<file path="src/hdl/lfodly_pkg.sv">
// Shared types, constants and helpers for the LFO with delayed fade-in.
// Used by lfodly_osc, lfodly_mul and lfo_with_delay_envelope_unit.
// No dependencies.
package lfodly_pkg;

    // Field and datapath widths
    localparam int unsigned PHASE_FRAC_BITS_DEF = 6;
    localparam int unsigned SPEED_W             = 22;
    localparam int unsigned IDX_W               = 16;
    localparam int unsigned LEVEL_W             = 16;
    localparam int unsigned MUL_W               = 18;
    localparam int unsigned PROD_W              = 2 * MUL_W;
    localparam int unsigned QUOT_W              = PROD_W - 15;
    localparam int unsigned CFG_INDEX_W         = 3;
    localparam int unsigned CFG_DATA_W          = 22;

    // Arithmetic constants
    localparam logic [15:0] FULL_SCALE   = 16'h8000;
    localparam logic [16:0] ATTACK_BASE  = 17'h08001;
    localparam logic [31:0] LFSR_TAPS    = 32'hd0000001;
    localparam logic [31:0] NOISE_SEED   = 32'h00000001;
    localparam logic signed [16:0] TRI_PEAK = 17'sd16383;

    // Register indexes on the configuration port
    localparam logic [CFG_INDEX_W-1:0] REG_SPEED       = 3'd0;
    localparam logic [CFG_INDEX_W-1:0] REG_WAVEFORM    = 3'd1;
    localparam logic [CFG_INDEX_W-1:0] REG_DELAY_TIME  = 3'd2;
    localparam logic [CFG_INDEX_W-1:0] REG_PITCH_DEPTH = 3'd3;
    localparam logic [CFG_INDEX_W-1:0] REG_AMP_DEPTH   = 3'd4;

    // Waveform codes
    localparam logic [1:0] WAVE_SAW      = 2'd0;
    localparam logic [1:0] WAVE_TRIANGLE = 2'd1;
    localparam logic [1:0] WAVE_SQUARE   = 2'd2;
    localparam logic [1:0] WAVE_SH       = 2'd3;

    // Item modes
    localparam logic MODE_TRIGGER = 1'b0;

    typedef struct packed {
        logic        mode;
        logic [15:0] range_low;
        logic [15:0] range_high;
        logic [15:0] pitch_amount_ctl;
        logic [15:0] amp_amount_ctl;
    } in_item_t;

    typedef struct packed {
        logic signed [16:0] pitch_offset;
        logic [14:0]        amp_value;
    } out_item_t;

    typedef struct packed {
        logic [SPEED_W-1:0] speed;
        logic [1:0]         waveform;
        logic [15:0]        delay_time;
    } osc_cfg_t;

    typedef struct packed {
        logic step;
        logic trigger;
    } osc_ctl_t;

    // Divide a product by 0x8000, truncating toward zero
    function automatic logic signed [QUOT_W-1:0] div_fs_trunc(
        input logic signed [PROD_W-1:0] p
    );
        logic signed [PROD_W-1:0] adj;
        adj = p[PROD_W-1] ? (p + PROD_W'(32767)) : p;
        return adj[PROD_W-1:15];
    endfunction

endpackage

</file>
<file path="src/hdl/lfodly_mul.sv">
// Shared signed multiplier with a registered product.
// Depends on lfodly_pkg for operand and product widths.
module lfodly_mul (
    input  logic                                   aclk,
    input  logic                                   en,
    input  logic signed [lfodly_pkg::MUL_W-1:0]    a,
    input  logic signed [lfodly_pkg::MUL_W-1:0]    b,
    output logic signed [lfodly_pkg::PROD_W-1:0]   prod
);

    logic signed [lfodly_pkg::PROD_W-1:0] prod_reg;

    // Capture the product on each issue, hold otherwise
    always_ff @(posedge aclk) begin
        if (en) begin
            prod_reg <= a * b;
        end
    end

    assign prod = prod_reg;

endmodule

</file>
<file path="src/hdl/lfodly_osc.sv">
// Oscillator state: phase accumulator, wave shaper, noise LFSR and
// delay/attack fade envelope. Depends on lfodly_pkg.
module lfodly_osc #(
    parameter int unsigned PHASE_FRAC_BITS = lfodly_pkg::PHASE_FRAC_BITS_DEF
) (
    input  logic                  aclk,
    input  logic                  aresetn,
    input  lfodly_pkg::osc_ctl_t  ctl,
    input  lfodly_pkg::osc_cfg_t  cfg,
    output logic [15:0]           env_level,
    output logic signed [15:0]    wave_sample
);

    localparam int unsigned ACC_W = lfodly_pkg::IDX_W + PHASE_FRAC_BITS;
    localparam int unsigned SUM_W =
        (ACC_W > lfodly_pkg::SPEED_W) ? ACC_W : lfodly_pkg::SPEED_W;

    typedef enum logic [3:0] {
        ENV_WAIT    = 4'b0001,
        ENV_DELAY   = 4'b0010,
        ENV_ATTACK  = 4'b0100,
        ENV_SUSTAIN = 4'b1000
    } env_phase_t;

    logic [ACC_W-1:0]   acc_reg, acc_next;
    logic [31:0]        noise_reg, noise_next;
    logic               last_msb_reg, last_msb_next;
    logic signed [15:0] wave_reg, wave_next;
    env_phase_t         env_phase_reg, env_phase_next;
    logic [15:0]        env_level_reg, env_level_next;
    logic [15:0]        delay_cnt_reg, delay_cnt_next;

    logic [SUM_W-1:0]   acc_sum;
    logic [15:0]        idx;
    logic [15:0]        cnt_inc;
    logic [16:0]        att_step;
    logic [17:0]        att_sum;
    logic [13:0]        low14;
    logic signed [16:0] tri_w;
    logic [31:0]        lfsr_step;

    // Arithmetic shared by the tick path
    always_comb begin
        acc_sum   = SUM_W'(acc_reg) + SUM_W'(cfg.speed);
        idx       = acc_sum[PHASE_FRAC_BITS +: lfodly_pkg::IDX_W];
        cnt_inc   = delay_cnt_reg + 16'd1;
        att_step  = lfodly_pkg::ATTACK_BASE - {1'b0, cfg.delay_time};
        att_sum   = {2'b00, env_level_reg} + {1'b0, att_step};
        low14     = idx[13:0];
        lfsr_step = {1'b0, noise_reg[31:1]} ^
                    (noise_reg[0] ? lfodly_pkg::LFSR_TAPS : 32'd0);
        unique case (idx[15:14])
            2'b00:   tri_w = {3'b000, low14};
            2'b01:   tri_w = lfodly_pkg::TRI_PEAK - signed'({3'b000, low14});
            2'b10:   tri_w = 17'sd0 - signed'({3'b000, low14});
            default: tri_w = signed'({3'b000, low14}) - lfodly_pkg::TRI_PEAK;
        endcase
    end

    // Next state: trigger clears, tick steps envelope then wave
    always_comb begin
        acc_next       = acc_reg;
        noise_next     = noise_reg;
        last_msb_next  = last_msb_reg;
        wave_next      = wave_reg;
        env_phase_next = env_phase_reg;
        env_level_next = env_level_reg;
        delay_cnt_next = delay_cnt_reg;

        if (ctl.trigger) begin
            acc_next       = '0;
            delay_cnt_next = '0;
            env_level_next = '0;
            env_phase_next = (cfg.delay_time == 16'd0) ? ENV_ATTACK : ENV_DELAY;
        end else if (ctl.step) begin
            // Envelope
            case (env_phase_reg)
                ENV_DELAY: begin
                    delay_cnt_next = cnt_inc;
                    if (cnt_inc >= cfg.delay_time) begin
                        env_phase_next = ENV_ATTACK;
                    end
                end
                ENV_ATTACK: begin
                    if (cfg.delay_time > lfodly_pkg::ATTACK_BASE[15:0]) begin
                        env_level_next = lfodly_pkg::FULL_SCALE;
                        env_phase_next = ENV_SUSTAIN;
                    end else if (att_sum >= {2'b00, lfodly_pkg::FULL_SCALE}) begin
                        env_level_next = lfodly_pkg::FULL_SCALE;
                        env_phase_next = ENV_SUSTAIN;
                    end else begin
                        env_level_next = att_sum[15:0];
                    end
                end
                default: begin
                end
            endcase

            // Wave
            acc_next = acc_sum[ACC_W-1:0];
            unique case (cfg.waveform)
                lfodly_pkg::WAVE_SAW: begin
                    wave_next = {~idx[15], idx[14:0]};
                end
                lfodly_pkg::WAVE_TRIANGLE: begin
                    wave_next = {tri_w[14:0], 1'b0};
                end
                lfodly_pkg::WAVE_SQUARE: begin
                    wave_next = idx[15] ? 16'sh7fff : 16'sh8000;
                end
                default: begin
                    // Sample and hold: step noise on a rising index MSB
                    if (idx[15] && !last_msb_reg) begin
                        noise_next = lfsr_step;
                        wave_next  = lfsr_step[15:0];
                    end else begin
                        wave_next  = noise_reg[15:0];
                    end
                    last_msb_next = idx[15];
                end
            endcase
        end
    end

    always_ff @(posedge aclk) begin
        if (!aresetn) begin
            acc_reg       <= '0;
            noise_reg     <= lfodly_pkg::NOISE_SEED;
            last_msb_reg  <= 1'b0;
            wave_reg      <= '0;
            env_phase_reg <= ENV_WAIT;
            env_level_reg <= '0;
            delay_cnt_reg <= '0;
        end else begin
            acc_reg       <= acc_next;
            noise_reg     <= noise_next;
            last_msb_reg  <= last_msb_next;
            wave_reg      <= wave_next;
            env_phase_reg <= env_phase_next;
            env_level_reg <= env_level_next;
            delay_cnt_reg <= delay_cnt_next;
        end
    end

    assign env_level   = env_level_reg;
    assign wave_sample = wave_reg;

endmodule

</file>
<file path="src/hdl/lfo_with_delay_envelope_unit.sv">
// Top level of the LFO with delayed fade-in: sequencer, configuration
// registers and result register. Depends on lfodly_pkg, lfodly_osc, lfodly_mul.

// Each item passes through the sequencer states in order up to a loaded result:
// S_IDLE takes the item, S_ADV steps the envelope and oscillator (or applies a
// note trigger), S_M0 to S_M4 are five issue slots of the single shared 18x18
// multiplier (two envelope depth products, range times sample, amplitude
// scaling, pitch scaling), and S_DONE loads the result register. The block has
// no other multiplier, so its five passes set the item time; s_ready is high
// only while the sequencer is idle and out of reset. A finished result waits in
// its own register, so the next item is taken while the previous result is
// still unread; a result stalls the sequencer only if the one before it has not
// been taken yet. Configuration writes are ready whenever the block is out of
// reset and must be made while the block is idle.
module lfo_with_delay_envelope_unit #(
    parameter int unsigned PHASE_FRAC_BITS = lfodly_pkg::PHASE_FRAC_BITS_DEF
) (
    input  logic                                  aclk,
    input  logic                                  aresetn,
    input  logic                                  s_valid,
    output logic                                  s_ready,
    input  lfodly_pkg::in_item_t                  s_item,
    output logic                                  m_valid,
    input  logic                                  m_ready,
    output lfodly_pkg::out_item_t                 m_item,
    input  logic                                  cfg_valid,
    output logic                                  cfg_ready,
    input  logic [lfodly_pkg::CFG_INDEX_W-1:0]    cfg_index,
    input  logic [lfodly_pkg::CFG_DATA_W-1:0]     cfg_data
);

    typedef enum logic [7:0] {
        S_IDLE = 8'b0000_0001,
        S_ADV  = 8'b0000_0010,
        S_M0   = 8'b0000_0100,
        S_M1   = 8'b0000_1000,
        S_M2   = 8'b0001_0000,
        S_M3   = 8'b0010_0000,
        S_M4   = 8'b0100_0000,
        S_DONE = 8'b1000_0000
    } seq_state_t;

    seq_state_t state_reg, state_next;

    logic [lfodly_pkg::SPEED_W-1:0] speed_reg;
    logic [1:0]                     waveform_reg;
    logic [15:0]                    delay_time_reg;
    logic [15:0]                    pitch_depth_reg;
    logic [15:0]                    amp_depth_reg;

    lfodly_pkg::in_item_t  in_reg;
    lfodly_pkg::out_item_t out_reg, out_next;
    logic                  m_valid_reg, m_valid_next;

    logic [15:0]        pamt_reg, pamt_next;
    logic [15:0]        aamt_reg, aamt_next;
    logic signed [16:0] pv1_reg, pv1_next;
    logic [14:0]        av_reg, av_next;

    lfodly_pkg::osc_cfg_t osc_cfg;
    lfodly_pkg::osc_ctl_t osc_ctl;
    logic [15:0]          env_level;
    logic signed [15:0]   wave_sample;

    logic                                 mul_en;
    logic signed [lfodly_pkg::MUL_W-1:0]  mul_a, mul_b;
    logic signed [lfodly_pkg::PROD_W-1:0] prod;
    logic signed [lfodly_pkg::QUOT_W-1:0] quot;

    logic [15:0] amt_ctl;
    logic [16:0] amt_sum;
    logic [15:0] amt_clamped;
    logic [15:0] range_sel;
    logic [14:0] av0;
    logic        out_free;

    // Configuration registers
    always_ff @(posedge aclk) begin
        if (!aresetn) begin
            speed_reg       <= '0;
            waveform_reg    <= '0;
            delay_time_reg  <= '0;
            pitch_depth_reg <= '0;
            amp_depth_reg   <= '0;
        end else if (cfg_valid) begin
            unique case (cfg_index)
                lfodly_pkg::REG_SPEED:       speed_reg       <= cfg_data;
                lfodly_pkg::REG_WAVEFORM:    waveform_reg    <= cfg_data[1:0];
                lfodly_pkg::REG_DELAY_TIME:  delay_time_reg  <= cfg_data[15:0];
                lfodly_pkg::REG_PITCH_DEPTH: pitch_depth_reg <= cfg_data[15:0];
                lfodly_pkg::REG_AMP_DEPTH:   amp_depth_reg   <= cfg_data[15:0];
                default: begin
                end
            endcase
        end
    end

    assign cfg_ready = aresetn;

    assign osc_cfg.speed      = speed_reg;
    assign osc_cfg.waveform   = waveform_reg;
    assign osc_cfg.delay_time = delay_time_reg;

    assign osc_ctl.step    = (state_reg == S_ADV) && (in_reg.mode != lfodly_pkg::MODE_TRIGGER);
    assign osc_ctl.trigger = (state_reg == S_ADV) && (in_reg.mode == lfodly_pkg::MODE_TRIGGER);

    lfodly_osc #(
        .PHASE_FRAC_BITS (PHASE_FRAC_BITS)
    ) u_osc (
        .aclk        (aclk),
        .aresetn     (aresetn),
        .ctl         (osc_ctl),
        .cfg         (osc_cfg),
        .env_level   (env_level),
        .wave_sample (wave_sample)
    );

    lfodly_mul u_mul (
        .aclk (aclk),
        .en   (mul_en),
        .a    (mul_a),
        .b    (mul_b),
        .prod (prod)
    );

    // Scaled product and modulation amount clamp
    always_comb begin
        quot        = lfodly_pkg::div_fs_trunc(prod);
        amt_ctl     = (state_reg == S_M1) ? in_reg.pitch_amount_ctl : in_reg.amp_amount_ctl;
        amt_sum     = {1'b0, amt_ctl} + quot[16:0];
        amt_clamped = (amt_sum > {1'b0, lfodly_pkg::FULL_SCALE}) ?
                      lfodly_pkg::FULL_SCALE : amt_sum[15:0];
        range_sel   = (wave_sample <= 16'sd0) ? in_reg.range_low : in_reg.range_high;
        av0         = {~wave_sample[15], wave_sample[14:1]};
    end

    // Operand select for each multiplier pass
    always_comb begin
        mul_en = 1'b1;
        mul_a  = '0;
        mul_b  = '0;
        unique case (state_reg)
            S_M0: begin
                mul_a = {2'b00, env_level};
                mul_b = {2'b00, pitch_depth_reg};
            end
            S_M1: begin
                mul_a = {2'b00, env_level};
                mul_b = {2'b00, amp_depth_reg};
            end
            S_M2: begin
                mul_a = {{2{wave_sample[15]}}, wave_sample};
                mul_b = {2'b00, range_sel};
            end
            S_M3: begin
                mul_a = {3'b000, av0};
                mul_b = {2'b00, aamt_reg};
            end
            S_M4: begin
                mul_a = {pv1_reg[16], pv1_reg};
                mul_b = {2'b00, pamt_reg};
            end
            default: begin
                mul_en = 1'b0;
            end
        endcase
    end

    // Sequencer and result capture
    always_comb begin
        state_next = state_reg;
        pamt_next  = pamt_reg;
        aamt_next  = aamt_reg;
        pv1_next   = pv1_reg;
        av_next    = av_reg;
        out_next   = out_reg;
        out_free   = !m_valid_reg || m_ready;
        m_valid_next = m_valid_reg && !m_ready;
        unique case (state_reg)
            S_IDLE: begin
                if (s_valid) begin
                    state_next = S_ADV;
                end
            end
            S_ADV: state_next = S_M0;
            S_M0:  state_next = S_M1;
            S_M1: begin
                pamt_next  = amt_clamped;
                state_next = S_M2;
            end
            S_M2: begin
                aamt_next  = amt_clamped;
                state_next = S_M3;
            end
            S_M3: begin
                pv1_next   = quot[16:0];
                state_next = S_M4;
            end
            S_M4: begin
                av_next    = quot[14:0];
                state_next = S_DONE;
            end
            S_DONE: begin
                // Load the result once the previous one has gone
                if (out_free) begin
                    out_next.pitch_offset = quot[16:0];
                    out_next.amp_value    = av_reg;
                    m_valid_next          = 1'b1;
                    state_next            = S_IDLE;
                end
            end
            default: state_next = S_IDLE;
        endcase
    end

    always_ff @(posedge aclk) begin
        if (!aresetn) begin
            state_reg   <= S_IDLE;
            m_valid_reg <= 1'b0;
        end else begin
            state_reg   <= state_next;
            m_valid_reg <= m_valid_next;
        end
    end

    // Payload registers
    always_ff @(posedge aclk) begin
        if (s_valid && s_ready) begin
            in_reg <= s_item;
        end
        pamt_reg <= pamt_next;
        aamt_reg <= aamt_next;
        pv1_reg  <= pv1_next;
        av_reg   <= av_next;
        out_reg  <= out_next;
    end

    assign s_ready = aresetn && (state_reg == S_IDLE);
    assign m_valid = m_valid_reg;
    assign m_item  = out_reg;

`ifndef SYNTHESIS
    // A result appears only from the final sequencer step
    assert property (@(posedge aclk) disable iff (!aresetn)
        $rose(m_valid) |-> $past(state_reg == S_DONE))
        else $error("result valid raised outside the final step");

    // An accepted item starts the oscillator step next cycle
    assert property (@(posedge aclk) disable iff (!aresetn)
        (s_valid && s_ready) |=> (state_reg == S_ADV))
        else $error("accepted item did not start the sequence");

    // Clamped modulation amounts never exceed full scale
    assert property (@(posedge aclk) disable iff (!aresetn)
        (state_reg == S_M4) |->
            (pamt_reg <= lfodly_pkg::FULL_SCALE) && (aamt_reg <= lfodly_pkg::FULL_SCALE))
        else $error("modulation amount above full scale");
`endif

endmodule

</file>
<file path="config.mk">
export PLATFORM = sky130hd
export DESIGN_NAME = lfo_with_delay_envelope_unit
export DESIGN_NICKNAME = d
export VERILOG_FILES = /design/src/hdl/lfodly_pkg.sv /design/src/hdl/lfodly_mul.sv /design/src/hdl/lfodly_osc.sv /design/src/hdl/lfo_with_delay_envelope_unit.sv
export SDC_FILE = /design/constraint.sdc
export NUM_CORES = 2
export LEC_CHECK = 0
export ABC_AREA = 1
export ABC_CLOCK_PERIOD_IN_PS = 11770
export BUFFER_PORTS_ARGS = -buffer_cell sky130_fd_sc_hd__buf_4
export CAP_MARGIN = 25
export CORE_ASPECT_RATIO = 1.25
export CORE_UTILIZATION = 63
export CTS_BUF_LIST = sky130_fd_sc_hd__clkbuf_4 sky130_fd_sc_hd__clkbuf_8
export CTS_CLUSTER_DIAMETER = 80
export CTS_CLUSTER_SIZE = 8
export DETAILED_ROUTE_END_ITERATION = 12
export PLACE_DENSITY = 0.81
export SLEW_MARGIN = 20
export SYNTH_ARGS = -nofsm -noshare
export SYNTH_HDL_FRONTEND = slang
export SYNTH_SLANG_ARGS = --single-unit
</file>
<file path="constraint.sdc">
create_clock -name aclk -period 11.77 [get_ports aclk]
set_clock_uncertainty 0.05 [all_clocks]
set_input_delay 0.5885 -clock aclk [delete_from_list [all_inputs] [get_ports aclk]]
set_output_delay 0.5885 -clock aclk [all_outputs]
set_load 0.02 [all_outputs]
</file>
==> results.txt <==
Among all flip-flop cells after synthesis, the most frequent one is sky130_fd_sc_hd__edfxtp_1. The synthesized netlist devotes 3.30% of its cell area to XOR and XNOR gates. Setup total negative slack on the finished layout was measured at 0 ps. The reg-to-reg setup timing slack is 2520 ps. The cell leakage power came out at 15.3 nW.

After clock tree synthesis, the setup repair step added 0 buffers. For the worst setup path, the data required time is between 10000 and 15000 ps. The instance count of the mapped netlist came out at between 3000 and 4000. Yosys mapped a number of flops with a built-in enable equal to 194. The worst setup path endpoint is u_mul.prod[31]. The switching share of power is 27.0%.

The number of setup violations in the final report came out at 0. The vertical die dimension is 246 µm. At the pin with the least slew margin, the transition time is 1220 ps. The routed design could run at a clock period as short as 9250 ps. The sequential fraction of the synthesis area is 32.0%.

CTS placed an instance of sky130_fd_sc_hd__clkbuf_8 at the clock tree root. The count of pins over their slew limit is 0. Derived from the worst setup path, the maximum achievable clock frequency is 108 MHz. The first global-routing pass estimated 129 mm of wire. The fraction of layout instances using a drive strength above 1 came out at under 10%. The later pin in the worst-skew pair is clocked with a latency of ~700 ps. The worst setup path is launched from a flop. The final-report hold violation count was 0. The TritonCTS clock tree is yes. The part of the cycle the worst path needs came out at 78.6%. The detailed-route wire length came out at 80.8 mm. The number of flip-flops under the largest register name is 65. The path depth of the worst reg2reg path came out at 30.

Counting flops with an async set or reset pin after synthesis yields a share of 0%. The overall die area came out at 48500 µm². The remaining max-slew budget at the tightest pin is roughly a fifth. The count of hold buffers inserted by post-cts repair is 0. The area added between synthesis and finish came out at 8.52%. The multiplexer share of the synthesized area is 0%.

The count of distinct cell types in the synthesized netlist is 58. The number of nets at the end of the flow came out at 4245. The overall overflow remaining after global route is 0. The slowest stage of the critical path is the sky130_fd_sc_hd__a221oi_2 cell. The run finished with clean final reports. The synthesized netlist occupies a cell area of around 30000 µm². The area of the core region is 47100 µm². The cell that appears most often on the critical path is sky130_fd_sc_hd__fa_1. The mean post-synth cell area came out at 8.35 µm². The count of cells resized by post-cts repair is 0. The max-cap check violation count came out at 0. In this run the critical register-to-register path is captured at u_mul.prod[31]. The utilization after layout came out at 69.1%. The post-detailed-route count of antenna-violating nets is 0. The total of buffers placed on input and output ports is about 130.

The clock group share of total power is ~36%. The floorplan row count came out at 89. STA classifies the critical path endpoint as a flop. The weighted congestion reported at the end of routability-driven placement is 0.968. The TritonCTS sink count is 382. The internal power of the cells totals 2.08 mW. The via count is ~25000.

The maximum vdd ir drop is 117 µV. The number of fill cells in the layout came out at ~3700. The register bit total from synthesis is around 380.

In the routed design, unresolved DRC markers number 0. Summing the areas of all compound-gate instances in the mapped netlist gives 10.9% of the synthesized area. The count of yosys warnings during synthesis is 0. The clock transition at the register clock pins on the worst setup and hold paths after CTS is 70 ps. Across every metal layer, demand over resource in global routing totals 34.4%. After the first detailed-routing iteration, the DRC count stood at about 2100.

After synthesis, the largest family of logic cells by area is adder cells. The pin count of the biggest net entering global routing came out at 96. The total nets after synthesis is 4138. The number of detailed-routing iterations run before antenna repair is 6. The power density over the cells came out at 87.4 nW/µm².

The final cell area excluding filler cells came out at 32600 µm². The critical path's largest stage delay is just over 1000 ps. The combinational share of power came out at 12.4%. The fraction of the mapped netlist area in simple logic gates came out at 17.7%.

For this design the total switching power over the nets is ~0.77 mW. The horizontal extent of the die came out at 197 µm. After Yosys synthesis, full adders, half adders and majority gates account for 25.8% of the synthesized area. The data arrival at the endpoint of the critical path came out at ~9600 ps. The startpoint identified for the worst register-to-register timing path is state_reg[0]. In this run the worst path has a maximum fanout of 50.

The initial antenna violation count is 2. Detailed placement ended at an HPWL of roughly 62 mm. The overall power consumption came out at 2.85 mW. The detailed-route vias per instance came out at 5.65. The H-tree level count came out at 2. By startpoint and endpoint, the worst setup path is classified as flop to flop.

Setup repair after global routing left no endpoint under its margin. In this run the worst setup path begins at state_reg[0]. The via count of the first global-routing pass was 24700. The post-detailed-route wirelength per cell is 18.5 µm. The part of the power in registers is just over 50%. The number of buffers created by CTS came out at 53.

The path category of the worst min-delay check is primary input to flop. The starting density of the core is 63.7%. The number of placed I/O pins came out at 130. The deepest clock path buffer count is 3. The placed standard-cell area is ~32000 µm².
==> routing by layer <==
| layer | share of wire, % | global-route usage [%] | wire (µm) | up-vias |
|---|---|---|---|---|
| li1 | - | - | - | 11600 |
| met1 | 37 | 41.8 | 29900 | 11800 |
| met2 | 49 | 58.8 | 39600 | 1086 |
| met3 | 7.9 | 5.23 | 6350 | 289 |
| met4 | 6.1 | 19.0 | 4900 | 2 |
| met5 | 0.019 | 0 | 15 | - |
==> placed cells by master (no fill, tap or decap), types with 4 or more instances in the layout <==
cell                        synthesis  layout
sky130_fd_sc_hd__ha_1             161     161
sky130_fd_sc_hd__o2bb2ai_1          5       5
sky130_fd_sc_hd__or2_2              5       5
sky130_fd_sc_hd__a221oi_1          19      19
sky130_fd_sc_hd__clkbuf_4           0      33
sky130_fd_sc_hd__a211oi_2           7       7
sky130_fd_sc_hd__a32o_1             4       4
sky130_fd_sc_hd__a31oi_1           16      16
sky130_fd_sc_hd__o21bai_1          10      10
sky130_fd_sc_hd__a21o_1             7       7
sky130_fd_sc_hd__xnor2_1           36      36
sky130_fd_sc_hd__a21oi_1          209     208
sky130_fd_sc_hd__dfxtp_1          188     188
sky130_fd_sc_hd__o22ai_1            7       7
sky130_fd_sc_hd__o21ai_1            9       9
sky130_fd_sc_hd__xor2_1            72      72
sky130_fd_sc_hd__nor2_2             6       7
sky130_fd_sc_hd__nand2_2            7       7
sky130_fd_sc_hd__buf_4              5     152
sky130_fd_sc_hd__a211oi_1           5       5
sky130_fd_sc_hd__nor3_1            28      27
sky130_fd_sc_hd__nor4_1            11      11
sky130_fd_sc_hd__clkbuf_8           0      53
sky130_fd_sc_hd__nand3b_1          10      10
sky130_fd_sc_hd__nand2_1          666     666
sky130_fd_sc_hd__fa_1             286     286
sky130_fd_sc_hd__inv_2             20      20
sky130_fd_sc_hd__a221oi_2           6       6
sky130_fd_sc_hd__a21boi_0          13      13
sky130_fd_sc_hd__nand3_1          113     113
sky130_fd_sc_hd__o211ai_1          24      24
sky130_fd_sc_hd__nor2_1           395     394
sky130_fd_sc_hd__clkinv_1           5       5
sky130_fd_sc_hd__nand4_1           25      25
sky130_fd_sc_hd__o21ai_0          214     214
sky130_fd_sc_hd__inv_1            674     674
sky130_fd_sc_hd__and2_1             9       9
sky130_fd_sc_hd__edfxtp_1         194     194
==> cell families after synthesis <==
| family | count (synthesis) |
|---|---|
| xor gates and xnor gates | 110 |
| adders and majority gates | 447 |
| DFF | 382 |
| AOI/OAI and AO/OA | 568 |
| buffers and inverters | 802 |
| and+or+nand+nor | 1287 |
==> cell usage after synthesis (all sizes together) (29+ instances only) <==
cell type	number	area, µm²
clkbuf	58	218
buf	44	248
a21oi	211	1060
o21ai	223	1120
xnor2	37	343
xor2	73	647
ha	161	2010
nor2	405	1570
dfxtp	188	3760
nor3	29	150
edfxtp	194	5830
fa	286	5730
nand2	674	2550
nand3	113	566
inv	695	2610
==> through the flow <==
| step | setup WS [ps] | instances | hold WS, ps |
|---|---|---|---|
| 5_1_grt | 2260 | 4375 | 13.3 |
| 2_1_floorplan | 4350 | 3596 | 350 |
| 3_5_place_dp | 2880 | 4285 | 355 |
| 4_1_cts | 2860 | 4374 | 5.50 |
| 3_3_place_gp | 2970 | 4283 | 352 |
| 6_report | 2520 | 4375 | 32.0 |
==> power groups by stage <==
stage	clock network, mW	logic (mW)	registers (mW)
2_1_floorplan	0	0.231	1.49
3_3_place_gp	0	0.340	1.49
3_5_place_dp	0	0.347	1.49
4_1_cts	1.05	0.349	1.46
5_1_grt	1.10	0.393	1.46
6_report	1.04	0.354	1.46
==> worst min-delay path by stage <==
| stage | depth (start not counted) | slack (ps) | start | endpoint |
|---|---|---|---|---|
| CTS | 1 | 6 | s_item[28] | in_reg[28] |
| floorplan | 0 | 350 | av_reg[0] | m_item[0] |
| finish | 1 | 30 | s_item[12] | in_reg[12] |
| detailed placement | 0 | 350 | av_reg[10] | m_item[10] |
| global route | 1 | 10 | s_item[28] | in_reg[28] |
| global placement | 0 | 350 | av_reg[13] | m_item[13] |
==> worst max-delay path, delay by kind of cell, from the launching register on <==
kind,cells,cell delay (ps)
xor gates and xnor gates,1,120
buffers and inverters,8,1230
AOI/OAI and AO/OA,4,1730
DFF,1,430
adders and majority gates,7,3460
and+or+nand+nor,10,1950
==> final cells by class <==
type	count	area (µm²)	area share, %
diodes	1	2.50	0.00768
clock buffers	86	977	3.00
clock inverters	3	43.8	0.134
inverters	700	2630	8.08
multi-input cells	2412	17300	53.3
flip-flops and latches	382	9590	29.4
well taps	637	797	2.45
repair buffers	154	1180	3.63
(Power assumes the default switching activity.)
